[src/rtl/gls_pkg.sv]
// Shared types, codes and helpers for the grid line-of-sight block.
// No dependencies; compiled first.
`timescale 1ns / 1ps
`default_nettype none

package gls_pkg;

	localparam int ROW_W  = 6;
	localparam int MAPW_W = 7;

	localparam logic              CMD_WRITE     = 1'b0;
	localparam logic              CMD_QUERY     = 1'b1;
	localparam logic [MAPW_W-1:0] MAP_WIDTH_RST = 7'd40;

	// segment end cells of a query
	typedef struct packed {
		logic [ROW_W-1:0] ra;
		logic [ROW_W-1:0] ca;
		logic [ROW_W-1:0] rb;
		logic [ROW_W-1:0] cb;
	} seg_t;

	// change of the cross product per cell step, doubled coordinates
	typedef logic signed [ROW_W+2:0] step_t;

	// one column further: +2*dx, dx = 2*(rb-ra)
	function automatic step_t step_col(input seg_t s);
		logic signed [ROW_W:0] d;
		d = $signed({1'b0, s.rb}) - $signed({1'b0, s.ra});
		return {d, 2'b00};
	endfunction

	// one row further: -2*dy, dy = 2*(cb-ca)
	function automatic step_t step_row(input seg_t s);
		logic signed [ROW_W:0] d;
		d = $signed({1'b0, s.ca}) - $signed({1'b0, s.cb});
		return {d, 2'b00};
	endfunction

endpackage

`default_nettype wire

[src/rtl/gls_edge_unit.sv]
// Tests the segment against each edge of a cell, combinationally.
// Depends on gls_pkg; corner cross product supplied by the sequencer.
`timescale 1ns / 1ps
`default_nettype none

module gls_edge_unit #(
	parameter int IDX_W = 6,
	parameter int FW    = 17
) (
	input  wire gls_pkg::seg_t      seg,
	input  wire logic [IDX_W-1:0]   row,
	input  wire logic [IDX_W-1:0]   col,
	input  wire logic signed [FW-1:0] f_a,
	input  wire logic               wall,
	output logic                    hit
);
	import gls_pkg::*;

	localparam int CMPW = (IDX_W > ROW_W) ? IDX_W : ROW_W;

	step_t                st_c, st_r;
	logic signed [FW-1:0] f_b, f_c, f_d;
	logic [CMPW-1:0]      i_w, j_w, ra_w, ca_w, rb_w, cb_w;
	logic                 e_lo_y, e_hi_y, e_lo_x, e_hi_x;

	function automatic logic span(input logic signed [FW-1:0] a,
		input logic signed [FW-1:0] b);
		logic pa, pb;
		pa = !a[FW-1] && (|a);
		pb = !b[FW-1] && (|b);
		return !(pa && pb) && !(a[FW-1] && b[FW-1]);
	endfunction

	always_comb begin
		st_c = step_col(seg);
		st_r = step_row(seg);
		// corners: a=(lo,lo) b=(hi,lo) c=(lo,hi) d=(hi,hi) in (row,col)
		f_b  = f_a + FW'(st_r);
		f_c  = f_a + FW'(st_c);
		f_d  = f_c + FW'(st_r);
		i_w  = CMPW'(row);
		j_w  = CMPW'(col);
		ra_w = CMPW'(seg.ra);
		ca_w = CMPW'(seg.ca);
		rb_w = CMPW'(seg.rb);
		cb_w = CMPW'(seg.cb);
		// centres are even, edges odd: straddle reduces to index compares
		e_lo_y = ((ca_w < j_w) != (cb_w < j_w)) && span(f_a, f_b);
		e_hi_y = ((ca_w <= j_w) != (cb_w <= j_w)) && span(f_c, f_d);
		e_lo_x = ((ra_w < i_w) != (rb_w < i_w)) && span(f_a, f_c);
		e_hi_x = ((ra_w <= i_w) != (rb_w <= i_w)) && span(f_b, f_d);
		hit    = wall && (e_lo_y || e_hi_y || e_lo_x || e_hi_x);
	end

endmodule

`default_nettype wire

[config.mk]
export PLATFORM = sky130hd
export DESIGN_NAME = gls_edge_unit
export DESIGN_NICKNAME = d
export VERILOG_FILES = /design/src/rtl/gls_pkg.sv /design/src/rtl/gls_edge_unit.sv
export SDC_FILE = /design/constraint.sdc
export NUM_CORES = 1
export LEC_CHECK = 0
export ABC_AREA = 1
export BUFFER_PORTS_ARGS = -buffer_cell sky130_fd_sc_hd__buf_2
export CORE_MARGIN = 4
export CORE_UTILIZATION = 55
export DETAILED_ROUTE_END_ITERATION = 10
export PLACE_DENSITY = 0.77
export SYNTH_ARGS = -nofsm -noshare
export SYNTH_HDL_FRONTEND = slang
export SYNTH_SLANG_ARGS = --single-unit
[constraint.sdc]
create_clock -name vclk -period 5.6
set_clock_uncertainty 0.2 [all_clocks]
set_input_delay 1.12 -clock vclk [all_inputs]
set_output_delay 1.12 -clock vclk [all_outputs]
set_load 0.05 [all_outputs]
**After elaboration in Yosys (flattened, before gate mapping)**

Cells that the tools add are included.

- Memories kept: 0
- Word-level logic and storage cells: 57
- Flip-flop bits (word level): 0
- Bits of input ports: 54
- Memory bits (writable): 0
- Bits in latches: 0
- ROM bits: 0
- Output and inout port bits: 1

- Order comparisons: 8
- Bitwise operators: 0
- Div/mod/pow operators: 0
- Reduce and logical (&&, ||, !) cells: 40
- Shift-type cells: 0
- Muxes and demuxes: 0
- Eq/ne operators: 4
- Add/subtract/negate cells: 5
- $mul: 0

Operators by type and width:

| kind | number |
|---|---|
| 17-bit OR reduction | 4 |
| 17-bit by 9-bit adder with 17-bit output | 3 |
| 6-bit <= comparator | 4 |
| 6-bit < comparator | 4 |
| 1-bit logical AND | 21 |
| 6-bit by 6-bit subtractor with 7-bit output | 2 |
| 1-bit zero test | 12 |
| 1-bit inequality test | 4 |
| 1-bit logical OR | 3 |

**Longest topological paths before layout**

Gate-level depths: netlist of run 1.

- Word-level depth: 13
- Depth in mapped cells: 36
- Gate-level depth less buffers: 36

**Least setup slack after synthesis of run 1**

Ideal clock, no wire load.

- Path type: input -> output
- From: input seg[6] (netlist bit)
- To: output hit
- Stages on the path: 33
- Slack: -468 ps
- Arrival: 4,748 ps
- Cell sequence: inv_1 ha_1 inv_1 fa_1 nand2_1 nand2_1 nand3_1 nand2_1 inv_1 ha_1 nand2_1 inv_1 a21oi_1 nand2_1 nand2_1 nand3_1 nand2_1 inv_1 ha_1 inv_1 nor3_1 nand3_1 nand2_1 nand2_1 nand2_1 nand3_1 nor2_1 nor2_2 nand2_1 nand2_1 nand3_1 nand2_1 inv_1

- Word-level cells in the longest chain between the ends: 13
- Elaborated cells between the ends (all ways): 35

RTL lines:

| element | line | text |
|---|---|---|
| from (decl) | gls_edge_unit.sv:10 | `input wire gls_pkg::seg_t seg,` |
| 6-bit by 6-bit subtractor with 7-bit output | gls_pkg.sv:29 | `d = $signed({1'b0, s.rb}) - $signed({1'b0, s.ra});` |
| 17-bit by 9-bit adder with 17-bit output | gls_edge_unit.sv:39 | `f_c = f_a + FW'(st_c);` |
| 17-bit by 9-bit adder with 17-bit output | gls_edge_unit.sv:40 | `f_d = f_c + FW'(st_r);` |
| 17-bit OR reduction or 1-bit zero test (tied branches) | gls_edge_unit.sv:30 | `pb = !b[FW-1] && (\|b);` |
| 1-bit logical AND | gls_edge_unit.sv:30 |  |
| 1-bit logical AND | gls_edge_unit.sv:31 | `return !(pa && pb) && !(a[FW-1] && b[FW-1]);` |
| 1-bit zero test | gls_edge_unit.sv:31 |  |
| 1-bit logical AND | gls_edge_unit.sv:31 |  |
| 1-bit logical AND | gls_edge_unit.sv:49 | `e_hi_y = ((ca_w <= j_w) != (cb_w <= j_w)) && span(f_c, f_d);` |
| 1-bit logical OR (2 in a row) | gls_edge_unit.sv:52 | `hit = wall && (e_lo_y \|\| e_hi_y \|\| e_lo_x \|\| e_hi_x);` |
| 1-bit logical OR (*) | gls_edge_unit.sv:52 |  |
| 1-bit logical AND (*) | gls_edge_unit.sv:52 |  |
| to (decl) | gls_edge_unit.sv:15 | `output logic hit` |

Every way passes the cells marked *; elsewhere a longest branch is shown, timed or not.

**Worst setup path in the final report of run 1**

- From: input seg[19] (netlist bit)
- To: output hit

Same word-level chain as after synthesis.

==> impl_metrics.env, run 1 <==
export IMPL_outcome="finished with violations"
export IMPL_violations="setup timing"
export IMPL_fin_tns_setup_ns=-0.7172
export IMPL_n_antenna_cell=0
export IMPL_die_area_um2=9216
export IMPL_critPathSlowestCell="ha_1"
export IMPL_yosysSeqAreaShare_pct=0
export IMPL_area_growth_syn_to_layout_pct=50.41
export IMPL_synth_common_cells="nand2_1, inv_1, nand3_1"
export IMPL_fp_row_count=31
export IMPL_layout_cells_non_filler=1090
export IMPL_clkbuf_count=0
export IMPL_required_ns=4.28
export IMPL_cp_max_fo=5
export IMPL_antenna_found_initial=0
export IMPL_start_util_pct=57.49
export IMPL_wl_per_cell_um=14.70
export IMPL_seq_cell_count=0
export IMPL_die_h_um=96
export IMPL_busiest_layer="met2"
export IMPL_synthCells=811
export IMPL_grt_overflow_total=0
export IMPL_met3_usage_pct=2.346
export IMPL_portBuffers=55
export IMPL_rsz0062_at_grt="true"
export IMPL_min_from="wall"
export IMPL_use_met1_pct=35.11
export IMPL_synth_warnings=0
export IMPL_synth_most_common_cell="nand2_1"
export IMPL_synth_top_area_share_pct=25.38
export IMPL_dieWidth_um=96
export IMPL_start_kind="input port"
export IMPL_synth_top_area_cell="nand2_1"
export IMPL_core_region_area_um2=7408
export IMPL_grt_pass1_vias=5492
export IMPL_viasPerCell=5.498
export IMPL_synth_net_count=949
export IMPL_via_count=5993
export IMPL_setup_viol=1
export IMPL_hold_path_class="in2out"
export IMPL_first_pass_iters=8
export IMPL_filler_cell_count=455
export IMPL_cap_violations=0
export IMPL_hold_buffers=0
export IMPL_finalMaxSlewViolations=0
export IMPL_grt_max_degree=10
export IMPL_antenna_left=0
export IMPL_hold_violations=0
export IMPL_worst_path_most_repeated_cell="nand2_1"
export IMPL_irDropWorstVdd_v=0.0001381
export IMPL_worst_pin_slew_ns=0.6864
export IMPL_place_hpwl_mm=11.57
export IMPL_max_freq_mhz=158.3
export IMPL_regArea_um2=0
export IMPL_drc=0
export IMPL_ys_top_cells_by_area="nand2_1, ha_1, inv_1"
export IMPL_postRouteWirelength_mm=16.02
export IMPL_p_leak_nw=3.775
export IMPL_ios=55
export IMPL_finalWorstSetupSlack_ns=-0.7172
export IMPL_worstSetupPathType="in2out"
export IMPL_grt_use_met2_pct=57.50
export IMPL_place_inst=1077
export IMPL_syn_area_per_cell_um2=5.252
export IMPL_fin_crit_sh_pct=112.8
export IMPL_worst_path_largest_cell_delay_ns=0.39
export IMPL_grt_use_total_pct=29.89
export IMPL_grt_pass1_wl_mm=22.81
export IMPL_synth_cell_types=32
export IMPL_syn_area_um2=4259
export IMPL_place_congestion=0.8883
export IMPL_arrival_ns=5.00
export IMPL_slew_limit_headroom_pct=53.82
export IMPL_finish_utilization_pct=86.47
export IMPL_power_density_nw_per_um2=277.4
export IMPL_crit_start="seg[19]"
export IMPL_worstSetupEndpointType="primary output"
export IMPL_drt_iter0_markers=318
export IMPL_nNetsFinal=1131
export IMPL_finalCriticalPeriod_ns=6.317
export IMPL_drive_above_1_share_pct=34.91
## path summary, 6_finish.rpt
check / depth (start not counted) / slack [ns] / to
hold / removal: 4 / 2.41 / hit
setup / recovery: 30 / -0.72 / hit
## report_power, final
group | internal, mW | switching (mW)
Sequential | 0 | 0
Clock | 0 | 0
Combinational | 0.767 | 1.01
Total | 0.767 | 1.01
## area by class of cell
cell class         count  area (µm²)  area share, %
repair buffers       181        1320          20.61
multi-input cells    627        4254          66.41
well taps             99       123.9          1.934
inverters            183       708.2          11.05
## kinds of logic after synthesis
family / count (synthesis) / share of synthesized area (%)
buf+inv: 184 / 16.25
simple gates: 472 / 48.00
xor+xnor: 13 / 2.673
compound gates: 58 / 7.521
fa+ha+maj: 84 / 25.56
## through the flow
stage / area [µm²] / setup WS, ns / power [mW] / hold WS [ns]
detailed placement: 5774 / -0.8680 / 1.432 / 2.501
global placement: 5774 / -0.8373 / 1.390 / 2.494
CTS: 6042 / -0.5606 / 1.551 / 2.391
finish: 6406 / -0.7172 / 1.777 / 2.411
global route: 6406 / -0.8695 / 1.934 / 2.416
floorplan: 4469 / -0.1099 / 0.9274 / 2.294
## per-layer routing
layer	up-vias	wire length, µm
li1	2905	-
met2	270	8092
met1	2752	6343
met5	-	0
met3	66	928
met4	0	659
## critical path, delay by kind of cell
family | cells | cell delay (ns)
AND/OR/NAND/NOR | 19 | 1.96
buffers and inverters | 7 | 0.76
XOR/XNOR | 1 | 0.18
adder cells (fa/ha/maj) | 3 | 0.99
## timing repair
item	in CTS	in global routing
setup buffers	10	3
gates resized for setup	59	92
endpoints found under the setup margin	1	1
pin swaps	40	60
## cells in the final DEF, fill, tap and decap left out, drive strengths merged
master | Yosys | layout
nand2 | 301 | 301
inv | 181 | 181
buf | 1 | 180
nand3 | 85 | 85
ha | 79 | 79
nor2 | 59 | 59
a21oi | 39 | 39
nand4 | 11 | 11
o21ai | 9 | 9
xor2 | 7 | 7
xnor2 | 6 | 6
fa | 5 | 5
nand3b | 4 | 4
nor4 | 4 | 4
nor3 | 4 | 4
a31oi | 3 | 3
o211ai | 3 | 3
and2 | 3 | 3
o21bai | 3 | 3
or2 | 1 | 1
a41oi | 1 | 1
clkinv | 2 | 1
clkinvlp | 0 | 1
clkbuf | 0 | 1
No activity file was read; power rests on OpenSTA's default activity.
==> run 2, diff against run 1 <==
CORE_UTILIZATION = 30   (was 55)
PLACE_DENSITY = 0.47   (was 0.77)
REMOVE_ABC_BUFFERS = 1   (was not set)
==> run 2 against run 1 <==
Compared with the run above:
- sequential cell count did not move
- die area rose by 75%
- critical path type unchanged
- highest routed layer unchanged
- critical path depth rose by 5
- wire length fell by 13%
- critical endpoint unchanged
- largest power group unchanged
- the flow still finishes with violations (setup timing)
- combinational power barely moved
==> impl_metrics.env, run 2 (same netlist as run 1, synthesis figures left out) <==
export IMPL_postRouteWirelength_mm=13.95
export IMPL_irDropWorstVdd_v=0.0001046
export IMPL_worst_pin_slew_ns=0.6179
export IMPL_finalCriticalPeriod_ns=6.136
export IMPL_drt_iter0_markers=242
export IMPL_fin_crit_sh_pct=109.6
export IMPL_filler_cell_count=1527
export IMPL_die_h_um=127.2
export IMPL_final_cell_mix="nand2_1, inv_1, buf_4"
export IMPL_drc=0
export IMPL_critical_path_top_delay_family="simple AND/OR/NAND/NOR gates"
export IMPL_fp_row_count=43
export IMPL_worst_path_largest_cell_delay_ns=0.36
export IMPL_grt_overflow_total=0
export IMPL_hold_path_class="in2out"
export IMPL_max_freq_mhz=163.0
export IMPL_finalWorstSetupSlack_ns=-0.5361
export IMPL_crit_cells=35
export IMPL_total_power_mw=1.788
export IMPL_whs_ns=2.359
export IMPL_slew_limit_headroom_pct=58.43
export IMPL_place_congestion=0.8200
export IMPL_outcome="finished with violations"
export IMPL_viasPerCell=4.430
export IMPL_area_growth_syn_to_layout_pct=56.93
export IMPL_dieWidth_um=127.2
export IMPL_final_common_cell="nand2_1"
export IMPL_hold_violations=0
export IMPL_seq_cell_count=0
export IMPL_start_kind="input port"
export IMPL_n_antenna_cell=0
export IMPL_place_inst=1189
export IMPL_multiInputGateArea_um2=4278
export IMPL_dpl_cell_area_um2=5836
export IMPL_ios=55
export IMPL_worstSetupEndpointType="primary output"
export IMPL_required_ns=4.28
export IMPL_place_hpwl_mm=12.05
export IMPL_worstSetupPathType="in2out"
export IMPL_setup_viol=1
export IMPL_grt_use_total_pct=17.21
export IMPL_regArea_um2=0
export IMPL_rsz0062_at_grt="true"
export IMPL_wl_per_cell_um=11.64
export IMPL_die_area_um2=16170
export IMPL_first_pass_iters=4
export IMPL_fin_area_um2=6684
export IMPL_grt_pass1_vias=5236
export IMPL_violations="setup timing"
export IMPL_nNetsFinal=1158
export IMPL_power_density_nw_per_um2=267.5
export IMPL_layout_cells_non_filler=1198
export IMPL_grt_max_degree=10
export IMPL_path_buf_inv=9
export IMPL_min_path_cells=4
export IMPL_finalMaxSlewViolations=0
export IMPL_start_util_pct=30.68
export IMPL_cap_violations=0
export IMPL_finish_utilization_pct=48.15
export IMPL_cp_max_fo=5
export IMPL_drive_above_1_share_pct=36.54
export IMPL_critPathSlowestCell="fa_2"
export IMPL_antenna_left=0
export IMPL_via_count=5307
export IMPL_grt_pass1_wl_mm=23.74
export IMPL_fin_tns_setup_ns=-0.5361
export IMPL_portBuffers=55
export IMPL_clkbuf_count=0
export IMPL_p_leak_nw=3.887
export IMPL_crit_start="seg[6]"
export IMPL_core_region_area_um2=13880
export IMPL_min_from="wall"
export IMPL_worst_path_most_repeated_cell="nand2_1"
export IMPL_place_ws_ns=-1.013
export IMPL_antenna_found_initial=0
export IMPL_arrival_ns=4.82
## run 2: cell types whose count changed in the layout (fill, tap and decap cells not counted), moves of 3 or more
| cell | previous run | this run |
|---|---|---|
| nand2_2 | 49 | 45 |
| ha_1 | 60 | 54 |
| nand2_1 | 240 | 244 |
| inv_1 | 152 | 156 |
| ha_4 | 19 | 23 |
| a21oi_2 | 8 | 11 |
| buf_6 | 3 | 8 |
| inv_2 | 24 | 19 |
| a21oi_4 | 5 | 2 |
| buf_12 | 5 | 0 |
| buf_4 | 119 | 146 |
## run 2: cell type report
| class | count | share of cell area [%] |
|---|---|---|
| multi-input cells | 627 | 64.00 |
| well taps | 180 | 3.370 |
| inverters | 183 | 10.54 |
| repair buffers | 208 | 22.09 |
## run 2: worst min-delay path: stages
cell and delay, ns:
buf_2 0.08, nand2_2 0.05, inv_2 0.05, buf_8 0.13
## run 2: path summary, 6_finish.rpt
kind / end
min: hit
max: hit
## run 2: timing repair
item / CTS / global route
pin swaps: 54 / 40
endpoints found under the setup margin: 1 / 1
resized for setup: 141 / 40
buffers inserted: 5 / 6
hold buffers: 0 / 0
## run 2: power by group
part           leakage, nW  switching, mW  total, mW  internal, mW
sequential               0              0          0             0
clock                    0              0          0             0
combinational         3.89          0.963       1.79         0.825
total                 3.89          0.963       1.79         0.825
## run 2: routing by layer
layer	global-route usage, %	vias to the layer above	share of wire, %
met5	0	-	0
met4	2.397	0	1.4
met3	0.7943	9	3.1
met2	30.26	77	46
met1	23.90	2256	49
li1	-	2965	-
